[src/design/rsc_pkg.sv]
// rsc_pkg: shared constants for the rpn stack calculator
// token codes, status codes and datapath widths; no dependencies
`timescale 1ns / 1ps

package rsc_pkg;

  // datapath and field widths
  localparam int DATA_W   = 32;
  localparam int FUNC_W   = 4;
  localparam int STATUS_W = 2;

  // default stack bound
  localparam int STACK_DEPTH_DEF = 16;

  // iterative multiply and divide take one bit per step
  localparam int STEP_W = $clog2(DATA_W);
  localparam logic [STEP_W-1:0] LAST_STEP = STEP_W'(DATA_W - 1);

  // token codes
  localparam logic [FUNC_W-1:0] FN_PUSH = 4'd0;
  localparam logic [FUNC_W-1:0] FN_ADD  = 4'd1;
  localparam logic [FUNC_W-1:0] FN_SUB  = 4'd2;
  localparam logic [FUNC_W-1:0] FN_MUL  = 4'd3;
  localparam logic [FUNC_W-1:0] FN_DIV  = 4'd4;
  localparam logic [FUNC_W-1:0] FN_SWAP = 4'd5;
  localparam logic [FUNC_W-1:0] FN_DUP  = 4'd6;
  localparam logic [FUNC_W-1:0] FN_EQ   = 4'd7;

  // result status codes
  localparam logic [STATUS_W-1:0] ST_DONE  = 2'd0;
  localparam logic [STATUS_W-1:0] ST_SHOWN = 2'd1;
  localparam logic [STATUS_W-1:0] ST_ERROR = 2'd2;

endpackage

[src/design/rsc_ram.sv]
// rsc_ram: generic single-write, single-read ram with registered read data
// no dependencies
`timescale 1ns / 1ps

module rsc_ram #(
  parameter int WIDTH = 32,
  parameter int DEPTH = 16
) (
  input  logic                     clk,
  input  logic                     wr_en,
  input  logic [$clog2(DEPTH)-1:0] wr_addr,
  input  logic [WIDTH-1:0]         wr_data,
  input  logic                     rd_en,
  input  logic [$clog2(DEPTH)-1:0] rd_addr,
  output logic [WIDTH-1:0]         rd_data
);

  logic [WIDTH-1:0] mem [DEPTH];

  // write port
  always_ff @(posedge clk) begin
    if (wr_en) begin
      mem[wr_addr] <= wr_data;
    end
  end

  // registered read port
  always_ff @(posedge clk) begin
    if (rd_en) begin
      rd_data <= mem[rd_addr];
    end
  end

endmodule

[src/design/rpn_stack_calculator.sv]
// rpn_stack_calculator: reverse-polish integer calculator on a bounded stack
// uses rsc_pkg and one rsc_ram instance for the entries below the top
//
//   channel | signals                            | direction
//   --------+------------------------------------+----------
//   in      | in_valid, in_ready, func, push_value | to block
//   out     | out_valid, out_ready, status, shown_value | from block
//
// push, dup, equals and each error but a zero divisor end in the accept cycle.
// add, sub and swap go through accept, ram read of the second entry, finish.
// mul and div run one bit per cycle through the one shared 34-bit adder
// (div adds magnitude steps S_ABSN, S_ABSD and the sign fix-up S_FIX).
// one item at a time; in_ready is low while an item is at work or while a
// finished result cannot move into the output register. reset empties the
// stack; the ram holds no reset value and is never cleared.
`timescale 1ns / 1ps

module rpn_stack_calculator #(
  parameter int STACK_DEPTH = rsc_pkg::STACK_DEPTH_DEF
) (
  input  logic                                clk,
  input  logic                                rst,
  input  logic                                in_valid,
  output logic                                in_ready,
  input  logic [rsc_pkg::FUNC_W-1:0]          func,
  input  logic signed [rsc_pkg::DATA_W-1:0]   push_value,
  output logic                                out_valid,
  input  logic                                out_ready,
  output logic [rsc_pkg::STATUS_W-1:0]        status,
  output logic signed [rsc_pkg::DATA_W-1:0]   shown_value
);

  import rsc_pkg::*;

  localparam int AW = $clog2(STACK_DEPTH);
  localparam int CW = $clog2(STACK_DEPTH + 1);
  localparam int SW = DATA_W + 2;

  typedef enum logic [7:0] {
    S_IDLE = 8'b0000_0001,
    S_READ = 8'b0000_0010,
    S_ABSN = 8'b0000_0100,
    S_ABSD = 8'b0000_1000,
    S_DIV  = 8'b0001_0000,
    S_FIX  = 8'b0010_0000,
    S_MUL  = 8'b0100_0000,
    S_DONE = 8'b1000_0000
  } state_t;

  state_t state, state_next;

  logic [CW-1:0]       count, count_next;
  logic [DATA_W-1:0]   top, top_next;
  logic [FUNC_W-1:0]   opcode, opcode_next;
  logic [DATA_W-1:0]   acc, acc_next;
  logic [DATA_W-1:0]   aux, aux_next;
  logic [DATA_W-1:0]   opnd, opnd_next;
  logic [STEP_W-1:0]   step, step_next;
  logic                neg, neg_next;
  logic [STATUS_W-1:0] pend_status, pend_status_next;
  logic                out_valid_next;
  logic [STATUS_W-1:0] status_next;
  logic [DATA_W-1:0]   shown_value_next;

  logic              wr_en, rd_en;
  logic [AW-1:0]     wr_addr, rd_addr;
  logic [DATA_W-1:0] wr_data, rd_data;

  logic [CW-1:0] cnt_m1, cnt_m2;
  logic          full, out_free, accept;

  // shared adder/subtractor
  logic [SW-1:0] add_a, add_b, add_sum;
  logic          add_sub;

  assign add_sum = add_a + (add_b ^ {SW{add_sub}}) + SW'(add_sub);

  assign cnt_m1   = count - CW'(1);
  assign cnt_m2   = count - CW'(2);
  assign full     = (count == CW'(STACK_DEPTH));
  assign out_free = !out_valid || out_ready;
  assign in_ready = (state == S_IDLE) && out_free;
  assign accept   = in_valid && in_ready;

  // entries below the top of stack
  rsc_ram #(
    .WIDTH(DATA_W),
    .DEPTH(STACK_DEPTH)
  ) u_stack (
    .clk     (clk),
    .wr_en   (wr_en),
    .wr_addr (wr_addr),
    .wr_data (wr_data),
    .rd_en   (rd_en),
    .rd_addr (rd_addr),
    .rd_data (rd_data)
  );

  // sequencer and datapath next values
  always_comb begin
    state_next       = state;
    count_next       = count;
    top_next         = top;
    opcode_next      = opcode;
    acc_next         = acc;
    aux_next         = aux;
    opnd_next        = opnd;
    step_next        = step;
    neg_next         = neg;
    pend_status_next = pend_status;
    out_valid_next   = out_valid && !out_ready;
    status_next      = status;
    shown_value_next = shown_value;
    wr_en            = 1'b0;
    wr_addr          = cnt_m1[AW-1:0];
    wr_data          = top;
    rd_en            = 1'b0;
    rd_addr          = cnt_m2[AW-1:0];
    add_a            = '0;
    add_b            = '0;
    add_sub          = 1'b0;

    unique case (state)
      S_IDLE: begin
        if (accept) begin
          opcode_next      = func;
          out_valid_next   = 1'b1;
          status_next      = ST_ERROR;
          shown_value_next = '0;
          unique case (func) inside
            FN_PUSH: begin
              if (full) begin
                count_next = '0;
              end else begin
                wr_en       = (count != '0);
                top_next    = push_value;
                count_next  = count + CW'(1);
                status_next = ST_DONE;
              end
            end
            FN_DUP: begin
              if (full || count == '0) begin
                count_next = '0;
              end else begin
                wr_en       = 1'b1;
                count_next  = count + CW'(1);
                status_next = ST_DONE;
              end
            end
            FN_ADD, FN_SUB, FN_MUL, FN_DIV, FN_SWAP: begin
              if (count < CW'(2)) begin
                count_next = '0;
              end else begin
                // second entry comes out of the ram next cycle
                rd_en          = 1'b1;
                out_valid_next = 1'b0;
                state_next     = S_READ;
              end
            end
            FN_EQ: begin
              count_next = '0;
              if (count == CW'(1)) begin
                status_next      = ST_SHOWN;
                shown_value_next = top;
              end
            end
            default: begin
              count_next = '0;
            end
          endcase
        end
      end

      S_READ: begin
        pend_status_next = ST_DONE;
        state_next       = S_DONE;
        unique case (opcode) inside
          FN_SWAP: begin
            wr_en    = 1'b1;
            wr_addr  = cnt_m2[AW-1:0];
            top_next = rd_data;
          end
          FN_ADD, FN_SUB: begin
            add_a      = {2'b00, rd_data};
            add_b      = {2'b00, top};
            add_sub    = (opcode == FN_SUB);
            top_next   = add_sum[DATA_W-1:0];
            count_next = cnt_m1;
          end
          FN_MUL: begin
            acc_next   = '0;
            aux_next   = top;
            opnd_next  = rd_data;
            step_next  = '0;
            state_next = S_MUL;
          end
          FN_DIV: begin
            if (top == '0) begin
              count_next       = '0;
              pend_status_next = ST_ERROR;
            end else begin
              neg_next   = rd_data[DATA_W-1] ^ top[DATA_W-1];
              aux_next   = rd_data;
              opnd_next  = top;
              state_next = S_ABSN;
            end
          end
          default: begin
            count_next       = '0;
            pend_status_next = ST_ERROR;
          end
        endcase
      end

      // magnitude of the dividend
      S_ABSN: begin
        add_b      = {2'b00, aux};
        add_sub    = aux[DATA_W-1];
        aux_next   = add_sum[DATA_W-1:0];
        state_next = S_ABSD;
      end

      // magnitude of the divisor
      S_ABSD: begin
        add_b      = {2'b00, opnd};
        add_sub    = opnd[DATA_W-1];
        opnd_next  = add_sum[DATA_W-1:0];
        acc_next   = '0;
        step_next  = '0;
        state_next = S_DIV;
      end

      // restoring divide step: acc holds the remainder, aux the quotient
      S_DIV: begin
        add_a    = {1'b0, acc, aux[DATA_W-1]};
        add_b    = {2'b00, opnd};
        add_sub  = 1'b1;
        if (!add_sum[SW-1]) begin
          acc_next = add_sum[DATA_W-1:0];
        end else begin
          acc_next = {acc[DATA_W-2:0], aux[DATA_W-1]};
        end
        aux_next  = {aux[DATA_W-2:0], !add_sum[SW-1]};
        step_next = step + STEP_W'(1);
        if (step == LAST_STEP) begin
          state_next = S_FIX;
        end
      end

      // floor correction: negative quotient is ~q, or ~q + 1 when exact
      S_FIX: begin
        add_a            = {2'b00, neg ? ~aux : aux};
        add_b            = SW'(neg && acc == '0);
        top_next         = add_sum[DATA_W-1:0];
        count_next       = cnt_m1;
        pend_status_next = ST_DONE;
        state_next       = S_DONE;
      end

      // shift-add multiply, multiplier msb first
      S_MUL: begin
        add_a     = {2'b00, acc[DATA_W-2:0], 1'b0};
        add_b     = {2'b00, aux[DATA_W-1] ? opnd : '0};
        acc_next  = add_sum[DATA_W-1:0];
        aux_next  = {aux[DATA_W-2:0], 1'b0};
        step_next = step + STEP_W'(1);
        if (step == LAST_STEP) begin
          top_next         = add_sum[DATA_W-1:0];
          count_next       = cnt_m1;
          pend_status_next = ST_DONE;
          state_next       = S_DONE;
        end
      end

      // hand the result to the output register
      S_DONE: begin
        if (out_free) begin
          out_valid_next   = 1'b1;
          status_next      = pend_status;
          shown_value_next = '0;
          state_next       = S_IDLE;
        end
      end

      default: begin
        state_next = S_IDLE;
      end
    endcase
  end

  // control registers
  always_ff @(posedge clk) begin
    if (rst) begin
      state     <= S_IDLE;
      count     <= '0;
      out_valid <= 1'b0;
    end else begin
      state     <= state_next;
      count     <= count_next;
      out_valid <= out_valid_next;
    end
  end

  // payload registers
  always_ff @(posedge clk) begin
    top         <= top_next;
    opcode      <= opcode_next;
    acc         <= acc_next;
    aux         <= aux_next;
    opnd        <= opnd_next;
    step        <= step_next;
    neg         <= neg_next;
    pend_status <= pend_status_next;
    status      <= status_next;
    shown_value <= shown_value_next;
  end

endmodule

[config.mk]
export PLATFORM = sky130hd
export DESIGN_NAME = rpn_stack_calculator
export DESIGN_NICKNAME = d
export VERILOG_FILES = /design/src/design/rsc_pkg.sv /design/src/design/rsc_ram.sv /design/src/design/rpn_stack_calculator.sv
export SDC_FILE = /design/constraint.sdc
export NUM_CORES = 1
export LEC_CHECK = 0
export BUFFER_PORTS_ARGS = -buffer_cell sky130_fd_sc_hd__buf_4
export CORE_ASPECT_RATIO = 0.8
export CORE_MARGIN = 2
export CORE_UTILIZATION = 50
export DETAILED_ROUTE_END_ITERATION = 6
export PLACE_DENSITY = 0.72
export SYNTH_ARGS = -nofsm -noshare
export SYNTH_HDL_FRONTEND = slang
export SYNTH_SLANG_ARGS = --single-unit
[constraint.sdc]
create_clock -name clk -period 6.2 [get_ports clk]
set_clock_uncertainty 0.1 [all_clocks]
set_input_delay 1.24 -clock clk [delete_from_list [all_inputs] [get_ports clk]]
set_output_delay 1.24 -clock clk [all_outputs]
set_load 0.02 [all_outputs]
# Word-level counts from Yosys, hierarchy flattened
# Memory sizes are Yosys's and may differ from the RTL's. A register that Yosys moved wholly into a read port is not among the register bits.
# Cells that the tools add are included.
[classes]
n_addsub = 6
n_mul = 0
n_div = 0
magnitude_cmp = 1
n_eq_ne = 38
n_shift = 0
n_mux = 78
n_bitwise = 4
reduce_logical = 38
[op_table]
columns = ["cell", "n"]
rows = [
  ["$mux W32", 16],
  ["$pmux W32 S4", 3],
  ["$pmux W32 S2", 5],
  ["$pmux W32 S5", 1],
  ["$pmux W33 S4", 1],
  ["$logic_not A32 Y1", 2],
  ["$pmux W8 S8", 1],
  ["$mux W8", 7],
  ["$pmux W5 S3", 3],
  ["$mux W5", 7],
  ["$add A34 B1 Y34", 1],
  ["$add A34 B34 Y34", 1],
  ["$xor A34 B34 Y34", 1],
  ["$not A32 Y32", 1],
  ["$eq A4 B3 Y1 const B", 6],
  ["$pmux W5 S4", 1],
  ["$reduce_and A6 Y1", 3],
  ["$eq A4 B2 Y1 const B", 4],
  ["$ne A2 B2 Y1 const B", 8],
  ["$pmux W8 S2", 1],
  ["$mux W1", 15],
  ["$mux W2", 7],
  ["$ne A3 B3 Y1 const B", 4],
  ["$pmux W2 S3", 2],
  ["37 further kinds", 64],
]
[word_totals]
register_bits = 188
latchBits = 0
ramBits = 512
rom_bits = 0
input_bits = 40
out_inout_bits = 36
elab_cells = 179
n_memories = 1
[memory_table]
columns = ["memory", "depth", "width", "rd", "rd_clocked_by_memory_dff", "write_ports", "line_no", "source"]
rows = [
  ["u_stack.mem", 16, 32, 1, 1, 1, "rsc_ram.sv:18", "logic [WIDTH-1:0] mem [DEPTH];"],
]

# Longest topological paths before layout
[depth]
depth_word = 9
mapped_depth = 24
depth_no_buf = 19

# Modules after synthesis
# A second synthesis with hierarchy kept.
[unflattened]
cells_unflattened = 2217
area_unflattened_um2 = 33149.3
[by_module_without_submodules]
columns = ["module", "instances", "cells_per_inst", "area_each_um2", "seq_area_each_um2"]
rows = [
  ["rsc_ram", 1, 838, 20155.6, 16335.7],
  ["rpn_stack_calculator", 1, 1379, 12993.7, 5475.3],
]

# Least setup slack after synthesis
# OpenSTA, ideal clock, no wires.
[synth_timing]
kind = "reg2reg"
start = "reg state[6]"
end = "reg acc[30], data pin"
setup_ps = 255
t_arrival_ps = 5341
required_ps = 5845
path_slack_ps = 504
stages_incl_launch_ff = 21
n_path_buf = 3
synth_period_minus_slack_ps = 5696
cell_sequence = "dfxtp_1 buf_2 or4_1 nor3_1 nor2b_1 a211o_1 clkbuf_1 clkbuf_1 xnor2_1 ha_1 and4_1 and3_1 a221oi_1 a311oi_1 a2111oi_1 a211oi_1 o31ai_1 nor3_1 a311oi_1 a21oi_1 a31o_1"
[synth_between]
elab_chain_cells = 8
word_cells_on_any_way = 15
classes_between = "2 x add/sub; 6 x eq/ne; 5 x mux; 1 x bitwise; 1 x reduce/logical"
[synth_lines]
columns = ["item", "line_no", "source"]
rows = [
  ["from (decl)", "rpn_stack_calculator.sv:50", "state_t state, state_next;"],
  ["from (signal assigned)", "rpn_stack_calculator.sv:298", "state <= state_next;"],
  ["$eq A8 B5 Y1 / $eq A8 B4 Y1 (equally long branches)", "rpn_stack_calculator.sv:123", "unique case (state)"],
  ["$reduce_or A2 Y1 (no source line)", "n/a", ""],
  ["$pmux W32 S5", "rpn_stack_calculator.sv:123", ""],
  ["$xor A34 B34 Y34", "rpn_stack_calculator.sv:76", "assign add_sum = add_a + (add_b ^ {SW{add_sub}}) + SW'(add_sub);"],
  ["$add A34 B34 Y34", "rpn_stack_calculator.sv:76", ""],
  ["$add A34 B1 Y34", "rpn_stack_calculator.sv:76", ""],
  ["$mux W32", "rpn_stack_calculator.sv:238", "if (!add_sum[SW-1]) begin"],
  ["$pmux W32 S4 *", "rpn_stack_calculator.sv:123", ""],
  ["net acc_next[30]", "rpn_stack_calculator.sv:55", "logic [DATA_W-1:0] acc, acc_next;"],
  ["to (signal assigned)", "rpn_stack_calculator.sv:308", "acc <= acc_next;"],
  ["to (decl)", "rpn_stack_calculator.sv:55", ""],
]
# The timed path passes the listed nets; every way through them passes the cells marked *.
# A chain may end at the register's enable or synchronous reset.

# Worst setup path in the final report
[layout_timing]
start = "reg state[5]"
end = "reg acc[30], data pin"
# The elaborated chain is that of the path after synthesis.

==> metrics <==
commonest non-fill, non-tap cell in the layout edfxtp_1; initial drt markers 3,297; TritonCTS clock tree done; IO buf count 75; die area 68,700 um2; Mapped Cells 2,210; most frequent cells in the layout edfxtp_1 (717), nand2_1 (189), buf_4 (184); clock sinks 731; CP max FO 10; clock power share 40.1%; post-route ant nets 0; Detailed Place HPWL 61,200 um; predominant post-synthesis flop cell edfxtp_1; Design Area, Final 38,000 um2; fill cell count 5,002; total CTS buffers 73; tightest hold margin 0.444 ns; critical path class flop to flop; share of layout cells above drive strength 1 21.1%; final worst path period share 95.9%; Total GRT Usage 28.8%; setup TNS 0 ns; global-route wire length before repair 144,000 um; worst skew pair latency 0.65 ns; Syn Nets 2,291; Comb pwr share 8.6%; starting density of the core 50.6%; Power per Cell Area 290 nW/um2; #FFs+latches synth 731; final WL 99,000 um; WP data required 6.50 ns; wire length per cell 30.4 um; cell mode on critical path buf_4; Arr. time, crit path 6.24 ns; synthesized area per cell 15.1 um2; Psw 2.62 mW; ANT cells 0; Synth-to-Final Area Change 13.9%; initial antenna violation count 0; Slew HR 25.5%; Core Area 65,800 um2; vias per inst 6.68; fmax 0.168 GHz; Synth Warn # 0; clock root buffer clkbuf_16; RSZ-0062 raised after global routing no; area of the mapped netlist 33,300 um2; total congestion overflow 0; IO Pins 76; Final Max Slew Viols 0; critical path endpoint category flop; final net count 2,419; vias in the first global route 21,000; Max stage delay cell, worst path o311ai_0; # setup viols final 0; critical path's largest stage delay 0.60 ns; worst IR drop on VDD 0.000264 V; min Tclk post-route 5.94 ns; pin count of the biggest net entering global routing 113; Hold Path Class flop to flop; status finished, final reports clean; post-synthesis sequential area ratio 65.5%; CP cell instances or4_4 > or3_1 > nor2_4 > a22o_1 > a21oi_1 > xnor2_1 > ha_1 > buf_4 > nand2_1 > o311ai_0 > a221oi_1 > a311oi_1 > a2111oi_1 > buf_4 > a211oi_1 > o31ai_1 > buf_4 > buf_4 > a311oi_1 > buf_4 > a21oi_1 > a31o_1; gpl congestion 0.947; Yosys cell types 76; DRC viols 0; internal power 8.40 mW; CTS max path bufs 3; htree depth 3; register share of total power 51.3%; EDFF count, synth 717; Final Hold Viols 0; total power 11.0 mW; die height 235 um; async set or reset register ratio after synthesis 0%; Pre-antenna DRT Iters 6; DP Area 35,600 um2; Worst-path clk slew 0.06 ns; Least-Margin Pin Slew 1.11 ns; max cap viols 0; total number of vias 21,700; row cnt 84; CP Launch Type flop; Leak 12.5 nW; switching part of the total 23.8%; Die X 293 um
==> routing by layer <==
metal	GRT usage [%]	vias to the layer above	part of all wire, %
li1	-	9053	-
met1	42.8	11000	41
met2	41.9	1482	44
met3	7.68	207	12
met4	8.25	0	3.0
met5	0	-	0
==> Yosys cell counts, drive strengths merged (5+ instances only) <==
master	n	area share [%]
edfxtp	717	65
nand2	193	2.2
mux4	160	11
a21oi	142	2.1
nor2	118	1.3
o21ai	115	1.7
clkbuf	111	1.3
xnor2	84	2.2
a22oi	56	1.3
ha	40	1.5
and2	38	0.71
mux2i	35	1.1
a31oi	31	0.60
nor3	29	0.48
a22o	25	0.66
buf	23	0.33
a221o	22	0.66
and3	22	0.41
nor4	20	0.38
xor2	20	0.53
a21o	19	0.43
nand3	18	0.27
inv	17	0.19
dfxtp	14	0.84
nand4	11	0.21
nor2b	11	0.21
nand2b	10	0.19
o21bai	10	0.23
a211oi	9	0.22
a211o	7	0.18
a222oi	6	0.18
a31o	5	0.13
a32o	5	0.15
o22ai	5	0.094
or3	5	0.094
==> timing repair <==
item                                    4_1_cts  5_1_grt
hold buffers                                  0        0
resized for setup                             0        4
setup buffers                                 0        0
endpoints found under the setup margin        0        3
endpoints found under the hold margin         0        0
==> path summary, 6_finish.rpt <==
| kind | start | end | slack (ns) | depth (start not counted) |
|---|---|---|---|---|
| worst max-delay path | state[5] | acc[30] | 0.26 | 22 |
| worst min-delay path | out_valid | out_valid | 0.44 | 2 |
| worst max register to register | state[5] | acc[30] | 0.26 | 22 |
| worst min register to register | out_valid | out_valid | 0.44 | 2 |
==> stage by stage <==
stage | std cells | util, % | worst slack, ns
6_report | 3255 | 57.7 | 0.255
5_1_grt | 3255 | 57.7 | 0.00672
4_1_cts | 3255 | 57.7 | 0.272
3_5_place_dp | 3123 | 54.1 | 0.276
3_3_place_gp | 3123 | 54.1 | 0.308
2_1_floorplan | 2210 | - | 0.504
==> worst max-delay path: cells and delay by family (launching register included) <==
kind / cells / cell delay [ns]
AND/OR/NAND/NOR: 4 / 1.47
adder cells (fa/ha/maj): 1 / 0.33
AO/OA/AOI/OAI: 11 / 2.48
buffers and inverters: 5 / 0.78
XOR/XNOR: 1 / 0.14
flip-flops: 1 / 0.39
==> power groups by stage <==
stage	Sequential, mW	Clock (mW)	Combinational, mW
finish	5.65	4.43	0.945
global placement	5.75	0	0.919
global route	5.66	4.64	1.00
CTS	5.65	4.45	0.943
detailed placement	5.76	0	0.935
floorplan	5.76	0	0.547
==> flip-flops by register name, summed over array words and instances (netlist names) <==
signal,count
acc,32
count,5
out_valid,1
shown_value,32
aux,32
u_stack.mem,512
opcode,4
u_stack.rd_data,32
top,32
pend_status,1
step,5
status,2
neg,1
state,8
opnd,32
==> layout make-up <==
cell class	count	area (um2)	area share, %
Sequential cell	731	21800	57.5
Multi-Input combinational cell	1328	11200	29.5
Clock buffer	95	1940	5.11
Timing Repair Buffer	187	1440	3.80
Tap cell	860	1080	2.83
Clock inverter	37	425	1.12
Inverter	17	63.8	0.168
==> kinds of logic (layout without fill, tap and decap cells) <==
family,count (synthesis),after routing,synth area share [%]
DFF,731,731,65.5
and+or+nand+nor,498,498,7.05
AOI/OAI and AO/OA,489,489,9.48
muxes,196,196,11.9
buffers and inverters,151,336,1.77
xor gates and xnor gates,104,104,2.73
adders and majority gates,41,41,1.56
(Power assumes the default switching activity.)
